`src/hdl/uart_pkg.sv`:
```
package uart_pkg;

  localparam int BYTE_W      = 8;
  localparam int BIT_TICKS_W = 16;
  localparam int HALF_W      = 15;
  localparam int RX_TIMER_W  = 17;
  localparam int FRAME_W     = 10;
  localparam int COUNT_W     = 4;
  localparam int CFG_INDEX_W = 1;
  localparam int CFG_DATA_W  = 16;

  localparam logic [CFG_INDEX_W-1:0] CFG_BIT_TICKS      = 1'd0;
  localparam logic [CFG_INDEX_W-1:0] CFG_HALF_BIT_TICKS = 1'd1;

  localparam logic [BIT_TICKS_W-1:0] BIT_TICKS_RESET      = 16'd104;
  localparam logic [HALF_W-1:0]      HALF_BIT_TICKS_RESET = 15'd52;

  localparam logic [COUNT_W-1:0] TX_FRAME_BITS = 4'd10;
  localparam logic [COUNT_W-1:0] RX_DATA_BITS  = 4'd8;

  typedef struct packed {
    logic              tx_line;
    logic              tx_busy;
    logic [BYTE_W-1:0] received_byte;
    logic              received_valid;
  } uart_result_t;

endpackage

```
`src/hdl/uart_if.sv`:
```
interface uart_tick_if;
  import uart_pkg::*;
  logic              valid;
  logic              ready;
  logic              rx_line;
  logic              send_request;
  logic [BYTE_W-1:0] send_byte;
  modport source(output valid, rx_line, send_request, send_byte, input ready);
  modport sink(input valid, rx_line, send_request, send_byte, output ready);
endinterface

interface uart_result_if;
  import uart_pkg::*;
  logic              valid;
  logic              ready;
  logic              tx_line;
  logic              tx_busy;
  logic [BYTE_W-1:0] received_byte;
  logic              received_valid;
  modport source(output valid, tx_line, tx_busy, received_byte, received_valid,
                 input ready);
  modport sink(input valid, tx_line, tx_busy, received_byte, received_valid,
               output ready);
endinterface

interface uart_cfg_if;
  import uart_pkg::*;
  logic                   valid;
  logic                   ready;
  logic [CFG_INDEX_W-1:0] index;
  logic [CFG_DATA_W-1:0]  data;
  modport source(output valid, index, data, input ready);
  modport sink(input valid, index, data, output ready);
endinterface

```
`src/hdl/uart_8n1_transceiver.sv`:
```
// channel  direction  payload
// tick     in         rx_line, send_request, send_byte
// result   out        tx_line, tx_busy, received_byte, received_valid
// cfg      in         index (0 bit_ticks, 1 half_bit_ticks), data
//
// one tick word per cycle while tick is ready; its result word is registered on acceptance
// the uart state, result register and skid register are the only path a word takes
// a two-deep output stage (result register and skid register) keeps tick
// ready while one result waits; tick stalls only when both are full
// synchronous active-high reset; cfg is always ready
module uart_8n1_transceiver (
  input  logic          clk,
  input  logic          rst,
  uart_cfg_if.sink      cfg,
  uart_tick_if.sink     tick,
  uart_result_if.source result
);
  import uart_pkg::*;

  logic [BIT_TICKS_W-1:0] bit_ticks;
  logic [HALF_W-1:0]      half_bit_ticks;

  logic [FRAME_W-1:0]     tx_frame, tx_frame_next;
  logic [COUNT_W-1:0]     tx_bits_left, tx_bits_left_next;
  logic [BIT_TICKS_W-1:0] tx_timer, tx_timer_next;
  logic                   tx_active, tx_active_next;
  logic                   tx_level, tx_level_next;
  logic                   rx_sampling, rx_sampling_next;
  logic [RX_TIMER_W-1:0]  rx_timer, rx_timer_next;
  logic [BYTE_W-1:0]      rx_shift, rx_shift_next;
  logic [COUNT_W-1:0]     rx_bits_left, rx_bits_left_next;
  logic                   rx_previous_level;
  logic [BYTE_W-1:0]      rx_held, rx_held_next;
  logic                   rx_done;

  uart_result_t res_next;
  uart_result_t out_word;
  uart_result_t skid_word;
  logic         out_valid;
  logic         skid_valid;
  logic         tick_acc;
  logic         out_free;

  assign cfg.ready  = 1'b1;
  assign tick.ready = !skid_valid;
  assign tick_acc   = tick.valid && tick.ready;
  assign out_free   = result.ready || !out_valid;

  always_ff @(posedge clk) begin
    if (rst) begin
      bit_ticks      <= BIT_TICKS_RESET;
      half_bit_ticks <= HALF_BIT_TICKS_RESET;
    end else if (cfg.valid && cfg.ready) begin
      unique case (cfg.index)
        CFG_BIT_TICKS:      bit_ticks      <= cfg.data;
        CFG_HALF_BIT_TICKS: half_bit_ticks <= cfg.data[HALF_W-1:0];
        default: ;
      endcase
    end
  end

  // transmitter
  always_comb begin
    tx_frame_next     = tx_frame;
    tx_bits_left_next = tx_bits_left;
    tx_timer_next     = tx_timer;
    tx_active_next    = tx_active;
    tx_level_next     = tx_level;
    if (tx_active) begin
      if (tx_timer > BIT_TICKS_W'(1)) begin
        tx_timer_next = tx_timer - BIT_TICKS_W'(1);
      end else begin
        tx_timer_next = bit_ticks;
        if (tx_bits_left == '0) begin
          tx_active_next = 1'b0;
          tx_level_next  = 1'b1;
        end else begin
          tx_level_next     = tx_frame[0];
          tx_frame_next     = {1'b1, tx_frame[FRAME_W-1:1]};
          tx_bits_left_next = tx_bits_left - COUNT_W'(1);
        end
      end
    end else if (tick.send_request) begin
      tx_frame_next     = {1'b1, tick.send_byte, 1'b0};
      tx_bits_left_next = TX_FRAME_BITS;
      tx_timer_next     = bit_ticks;
      tx_active_next    = 1'b1;
      tx_level_next     = 1'b1;
    end
  end

  // receiver
  always_comb begin
    rx_sampling_next  = rx_sampling;
    rx_timer_next     = rx_timer;
    rx_shift_next     = rx_shift;
    rx_bits_left_next = rx_bits_left;
    rx_held_next      = rx_held;
    rx_done           = 1'b0;
    if (rx_sampling) begin
      if (rx_timer > RX_TIMER_W'(1)) begin
        rx_timer_next = rx_timer - RX_TIMER_W'(1);
      end else begin
        rx_shift_next     = {tick.rx_line, rx_shift[BYTE_W-1:1]};
        rx_bits_left_next = rx_bits_left - COUNT_W'(1);
        if (rx_bits_left == COUNT_W'(1)) begin
          rx_held_next      = rx_shift_next;
          rx_done           = 1'b1;
          rx_bits_left_next = RX_DATA_BITS;
          rx_sampling_next  = 1'b0;
        end else begin
          rx_timer_next = RX_TIMER_W'(bit_ticks);
        end
      end
    end else if (rx_previous_level && !tick.rx_line) begin
      rx_sampling_next  = 1'b1;
      rx_timer_next     = RX_TIMER_W'(bit_ticks) + RX_TIMER_W'(half_bit_ticks);
      rx_bits_left_next = RX_DATA_BITS;
    end
  end

  always_comb begin
    res_next.tx_line        = tx_level_next;
    res_next.tx_busy        = tx_active_next;
    res_next.received_byte  = rx_held_next;
    res_next.received_valid = rx_done;
  end

  always_ff @(posedge clk) begin
    if (rst) begin
      tx_frame          <= '1;
      tx_bits_left      <= '0;
      tx_timer          <= '0;
      tx_active         <= 1'b0;
      tx_level          <= 1'b1;
      rx_sampling       <= 1'b0;
      rx_timer          <= '0;
      rx_shift          <= '0;
      rx_bits_left      <= RX_DATA_BITS;
      rx_previous_level <= 1'b1;
      rx_held           <= '0;
    end else if (tick_acc) begin
      tx_frame          <= tx_frame_next;
      tx_bits_left      <= tx_bits_left_next;
      tx_timer          <= tx_timer_next;
      tx_active         <= tx_active_next;
      tx_level          <= tx_level_next;
      rx_sampling       <= rx_sampling_next;
      rx_timer          <= rx_timer_next;
      rx_shift          <= rx_shift_next;
      rx_bits_left      <= rx_bits_left_next;
      rx_previous_level <= tick.rx_line;
      rx_held           <= rx_held_next;
    end
  end

  // output register and skid register
  always_ff @(posedge clk) begin
    if (rst) begin
      out_valid  <= 1'b0;
      skid_valid <= 1'b0;
    end else if (out_free) begin
      if (skid_valid) begin
        out_valid  <= 1'b1;
        skid_valid <= 1'b0;
      end else begin
        out_valid <= tick_acc;
      end
    end else if (tick_acc) begin
      skid_valid <= 1'b1;
    end
  end

  always_ff @(posedge clk) begin
    if (out_free) begin
      if (skid_valid) begin
        out_word <= skid_word;
      end else if (tick_acc) begin
        out_word <= res_next;
      end
    end else if (tick_acc) begin
      skid_word <= res_next;
    end
  end

  assign result.valid          = out_valid;
  assign result.tx_line        = out_word.tx_line;
  assign result.tx_busy        = out_word.tx_busy;
  assign result.received_byte  = out_word.received_byte;
  assign result.received_valid = out_word.received_valid;

`ifndef ASSERT_OFF
  a_skid_behind_out: assert property (@(posedge clk) disable iff (rst)
    skid_valid |-> out_valid)
    else $error("skid word held without a result word");

  a_tx_count_range: assert property (@(posedge clk) disable iff (rst)
    tx_bits_left <= TX_FRAME_BITS)
    else $error("transmit bit count out of range");

  a_rx_count_range: assert property (@(posedge clk) disable iff (rst)
    (rx_bits_left != '0) && (rx_bits_left <= RX_DATA_BITS))
    else $error("receive bit count out of range");

  a_tx_idle_mark: assert property (@(posedge clk) disable iff (rst)
    !tx_active |-> tx_level)
    else $error("transmit line low while idle");

  a_rx_done_ends: assert property (@(posedge clk) disable iff (rst)
    (tick_acc && rx_done) |=> (!rx_sampling && rx_bits_left == RX_DATA_BITS))
    else $error("receiver still sampling after a completed word");
`endif

endmodule
```
`src/flat_wrapper.sv`:
```
// flat-port wrapper written by rule: the top's interface ports become plain ports
module uart_8n1_transceiver_flat import uart_pkg::*;
  (clk, rst, cfg_valid, cfg_index, cfg_data, cfg_ready, tick_valid, tick_rx_line, tick_send_request, tick_send_byte, tick_ready, result_valid, result_tx_line, result_tx_busy, result_received_byte, result_received_valid, result_ready);
  uart_cfg_if cfg_i ();
  uart_tick_if tick_i ();
  uart_result_if result_i ();
  input  logic clk;
  input  logic rst;
  input wire logic [$bits(cfg_i.valid)-1:0] cfg_valid;
  input wire logic [$bits(cfg_i.index)-1:0] cfg_index;
  input wire logic [$bits(cfg_i.data)-1:0] cfg_data;
  output wire logic [$bits(cfg_i.ready)-1:0] cfg_ready;
  input wire logic [$bits(tick_i.valid)-1:0] tick_valid;
  input wire logic [$bits(tick_i.rx_line)-1:0] tick_rx_line;
  input wire logic [$bits(tick_i.send_request)-1:0] tick_send_request;
  input wire logic [$bits(tick_i.send_byte)-1:0] tick_send_byte;
  output wire logic [$bits(tick_i.ready)-1:0] tick_ready;
  output wire logic [$bits(result_i.valid)-1:0] result_valid;
  output wire logic [$bits(result_i.tx_line)-1:0] result_tx_line;
  output wire logic [$bits(result_i.tx_busy)-1:0] result_tx_busy;
  output wire logic [$bits(result_i.received_byte)-1:0] result_received_byte;
  output wire logic [$bits(result_i.received_valid)-1:0] result_received_valid;
  input wire logic [$bits(result_i.ready)-1:0] result_ready;
  assign cfg_i.valid = cfg_valid;
  assign cfg_i.index = cfg_index;
  assign cfg_i.data = cfg_data;
  assign cfg_ready = cfg_i.ready;
  assign tick_i.valid = tick_valid;
  assign tick_i.rx_line = tick_rx_line;
  assign tick_i.send_request = tick_send_request;
  assign tick_i.send_byte = tick_send_byte;
  assign tick_ready = tick_i.ready;
  assign result_valid = result_i.valid;
  assign result_tx_line = result_i.tx_line;
  assign result_tx_busy = result_i.tx_busy;
  assign result_received_byte = result_i.received_byte;
  assign result_received_valid = result_i.received_valid;
  assign result_i.ready = result_ready;
  uart_8n1_transceiver u_core (.clk(clk), .rst(rst), .cfg(cfg_i), .tick(tick_i), .result(result_i));
endmodule
```
`config.mk`:
```
export PLATFORM = sky130hd
export DESIGN_NAME = uart_8n1_transceiver_flat
export DESIGN_NICKNAME = d
export VERILOG_FILES = /design/src/hdl/uart_pkg.sv /design/src/hdl/uart_if.sv /design/src/hdl/uart_8n1_transceiver.sv /design/src/flat_wrapper.sv
export SDC_FILE = /design/constraint.sdc
export NUM_CORES = 1
export LEC_CHECK = 0
export BUFFER_PORTS_ARGS = -buffer_cell sky130_fd_sc_hd__buf_2
export CAP_MARGIN = 40
export CORE_MARGIN = 1.5
export CORE_UTILIZATION = 40
export CTS_CLUSTER_DIAMETER = 60
export CTS_CLUSTER_SIZE = 14
export DETAILED_ROUTE_END_ITERATION = 8
export GPL_TIMING_DRIVEN = 0
export PLACE_DENSITY_LB_ADDON = 0.1
export SYNTH_ARGS = -nofsm -noshare
export SYNTH_HDL_FRONTEND = slang
export SYNTH_SLANG_ARGS = --single-unit
```
`constraint.sdc`:
```
create_clock -name clk -period 3.15 [get_ports clk]
set_input_delay 0.1575 -clock clk [delete_from_list [all_inputs] [get_ports clk]]
set_output_delay 0.1575 -clock clk [all_outputs]
set_load 0.02 [all_outputs]
```
==> metrics.md <==
| Metric | Value |
|---|---|
| Status | complete, no violations |
| DRT iter0 DRCs | 455 |
| CP bufs+invs | 0 |
| Crit-path max FO | 8 |
| Total wire length | 19.1 mm |
| Multi-input gate area | 0.00360 sq mm |
| Worst hold path class | in -> reg |
| CP max-delay cell | nor3_1 |
| # setup viols final | 0 |
| FILL cells | 1572 |
| Sequential area share after synthesis | 0.412 |
| Clock-pin slew of the registers on the worst-case setup and hold paths | 60 ps |
| Post-synthesis adder-cell area fraction | 0.0469 |
| Max-slew violation count | 0 |
| # rows | 46 |
| Main combinational cell family by area after synthesis | compound AO/OA/AOI/OAI gates |
| Post-Synth XOR/XNOR Area | 0.0307 |
| Core area | 0.0159 sq mm |
| Leakage power | 0.00313 uW |
| Setup crit start | u_core.rx_timer[8]$_SDFFE_PP0P_ |
| Synth area leaders | dfxtp_1 (31%), edfxtp_1 (10%), nand2_1 (6.7%) |
| Grt ovf | 0 |
| Crit-path cells | nor3_1 > nand4b_1 > nor2_1 > nand3_1 > mux2i_1 > nor2_1 |
| Synth Area per Inst | 8.46 sq um |
| DR pass1 iterations | 5 |
| Hold WS | 3.93 ps |
| I/O pin cnt | 46 |
| Die area | 0.0172 sq mm |
| Ys async rst share | 0 |
| DRT antenna net count | 0 |
| Initial antenna violation count | 0 |
| Cell count after synthesis | 776 |
| DR vias/cell | 5.51 |
| Post-DP Area | 0.00707 sq mm |
| R2R Setup Slk | 350 ps |
| Die Wd | 131 um |
| Total Power | 4570 uW |
| Gr usage total | 0.225 |
| TritonCTS clock tree | yes |
| Clk_skew | 5.67 ps |
| Worst setup EP type | register |
| Yosys reg bits | 124 |
| CTS buffer count | 17 |
| Nets | 913 |
| Peak Freq | 357 MHz |
| Per-cell routed wire length | 17.5 um |
| Most common cell in the netlist | nand2_1 |
| Max-cap violations | 0 |
| Antenna cell count | 0 |
| Clk sinks | 124 |
| Hold Path Stages | 3 |
| Crit path max-delay family | simple AND/OR/NAND/NOR gates |
| Reg area | 0.00270 sq mm |
| Residual DRC | 0 |
| Largest area contributor in the netlist | dfxtp_1 |
| Most used cell, CP | nor2_1 |
| Relative slew slack | 0.511 |
| Power Density | 585 mW/mm^2 |
| Synth Area in Simple Gates | 0.195 |
| Post-synthesis compound-gate area fraction | 0.196 |
| Die Y | 131 um |
| H-tree depth | 4 |
| Ys flop type | dfxtp_1 |
| Worst-Margin Slew | 734 ps |
| Vias in the first global route | 5667 |
| Placer congestion estimate | 0.866 |
| Ys Warns | 0 |
| Final Hold Viols | 0 |
| Worst r2r path cells | 6 |
| Stages on the worst setup path | 6 |
| Worst vdd ir | 0.474 mV |
| Share of cells above drive strength 1 | 0.138 |
| Critical path destination | u_core.rx_held[3]$_SDFFE_PP0P_ |
| Synthesized cell area | 0.00657 sq mm |
| Root Buffer | clkbuf_16 |
| CP Data Required Time | 3440 ps |
| Critical R2R Capture | u_core.rx_held[3]$_SDFFE_PP0P_ |
| Fin crit period | 2800 ps |
| Area grow syn2layout | 19.1% |
| Cell area after layout | 0.00782 sq mm |
| Crit path launch type | register |
| Fin crit share | 0.889 |
| Yosys top cell area share | 0.311 |
| CTS max path bufs | 2 |
| Clock latency on the worst-skew pair | 430 ps |
| First-pass GRT wire length | 30.3 mm |
| CP peak stage delay | 570 ps |
| RSZ-0062 raised after global routing | no |
| Via count | 5984 |
| Largest net degree at the start of global routing | 17 |
| Critical path arrival | 3090 ps |
| Post-synth EDFFs | 22 |
| Initial Util | 0.412 |
| Non-Filler Instances | 1086 |
| Placed Instances | 1038 |
| Setup TNS | 0 ps |
| Number of port buffers | 44 |
| Kind of critical path | reg -> reg |
| Post-synthesis mux area share | 0.0791 |
| Reg-to-Reg Start | u_core.rx_timer[8]$_SDFFE_PP0P_ |
| Synth unique cells | 62 |
| DPL Wire Length | 13.4 mm |
| Synth Net Count | 832 |
| Synth top cells by count | nand2_1 (117), dfxtp_1 (102), a21oi_1 (66), nor2_1 (66), o21ai_0 (51) |
[timing repair]
item,CTS,global route
resized for setup,0,1
hold endpoints to repair,28,0
hold buffers,16,0
setup buffers,0,0
setup endpoints to repair,0,1
[final cells by class]
type | instances | area share
tap | 216 | 0.0346
clock inverter | 15 | 0.0206
multi-input combinational | 584 | 0.461
clock buffer | 17 | 0.0544
timing repair buffer | 62 | 0.0502
inverter | 24 | 0.0115
sequential | 124 | 0.346
buffer | 44 | 0.0224
[metal layers]
layer  track usage  wire length (um)  vias to the layer above
li1              -                 -                     2946
met4        0.0799               412                        0
met1         0.298              8950                     2881
met2         0.363              8930                      128
met5             0                 0                        -
met3        0.0467               761                       29
[sequential cells by signal, summed over array words and instances (netlist names), 7 cells and up]
register,count
u_core.rx_timer,17
u_core.bit_ticks,16
u_core.rx_held,8
u_core.half_bit_ticks,15
u_core.tx_timer,16
u_core.tx_frame,9
u_core.rx_shift,7
u_core.skid_word,11
u_core.result.received_byte,8
[cell usage in the layout (no fill, tap or decap), types with 5 or more instances in the layout]
| master | n |
|---|---|
| nand2_1 | 117 |
| dfxtp_1 | 102 |
| nor2_1 | 66 |
| a21oi_1 | 65 |
| o21ai_0 | 51 |
| buf_2 | 47 |
| clkbuf_1 | 38 |
| nand3_1 | 32 |
| mux2i_1 | 26 |
| inv_1 | 23 |
| mux2_2 | 23 |
| ha_1 | 23 |
| edfxtp_1 | 22 |
| nor3_1 | 17 |
| clkbuf_16 | 17 |
| o211ai_1 | 16 |
| dlygate4sd3_1 | 16 |
| xnor2_1 | 14 |
| a31oi_1 | 12 |
| xor2_1 | 9 |
| o21a_1 | 8 |
| a21o_1 | 7 |
| a311oi_1 | 7 |
| nand2b_1 | 6 |
| nand4_1 | 6 |
| a22oi_1 | 5 |
| inv_6 | 5 |
[power by group]
part / switching [uW] / internal [uW] / total (uW) / leakage [uW]
registers: 84.8 / 1700 / 1780 / 0.00105
logic: 506 / 316 / 821 / 0.00180
clock network: 792 / 1170 / 1970 / 0.000289
[tightest hold or removal path, cell delays in order]
cell and delay [ps]:
buf_2 80, nor3_1 30, o21ai_0 120
[worst min-delay path by stage]
stage                                             to               from
4_1_cts              u_core.tx_frame[8]$_SDFFE_PP1P_  tick_send_byte[7]
6_report             u_core.tx_frame[8]$_SDFFE_PP1P_  tick_send_byte[7]
3_3_place_gp        u_core.bit_ticks[6]$_SDFFE_PP1P_        cfg_data[6]
3_5_place_dp        u_core.bit_ticks[6]$_SDFFE_PP1P_        cfg_data[6]
5_1_grt              u_core.tx_frame[8]$_SDFFE_PP1P_  tick_send_byte[7]
2_1_floorplan  u_core.half_bit_ticks[2]$_SDFFE_PP1P_        cfg_data[2]
[metrics by stage]
stage | setup WS (ps) | util
4_1_cts | 244 | 0.490
2_1_floorplan | 819 | -
3_5_place_dp | 277 | 0.443
6_report | 349 | 0.491
5_1_grt | 105 | 0.491
3_3_place_gp | 244 | 0.443
[cell families (layout without fill, tap and decap cells)]
| group | Yosys count | after routing |
|---|---|---|
| AND/OR/NAND/NOR | 281 | 281 |
| adder cells (fa/ha/maj) | 24 | 24 |
| AO/OA/AOI/OAI | 206 | 206 |
| flip-flops | 124 | 124 |
| XOR/XNOR | 23 | 23 |
| other | 1 | 1 |
| multiplexers | 49 | 49 |
| buffers and inverters | 68 | 162 |
(Power assumes the default switching activity.)
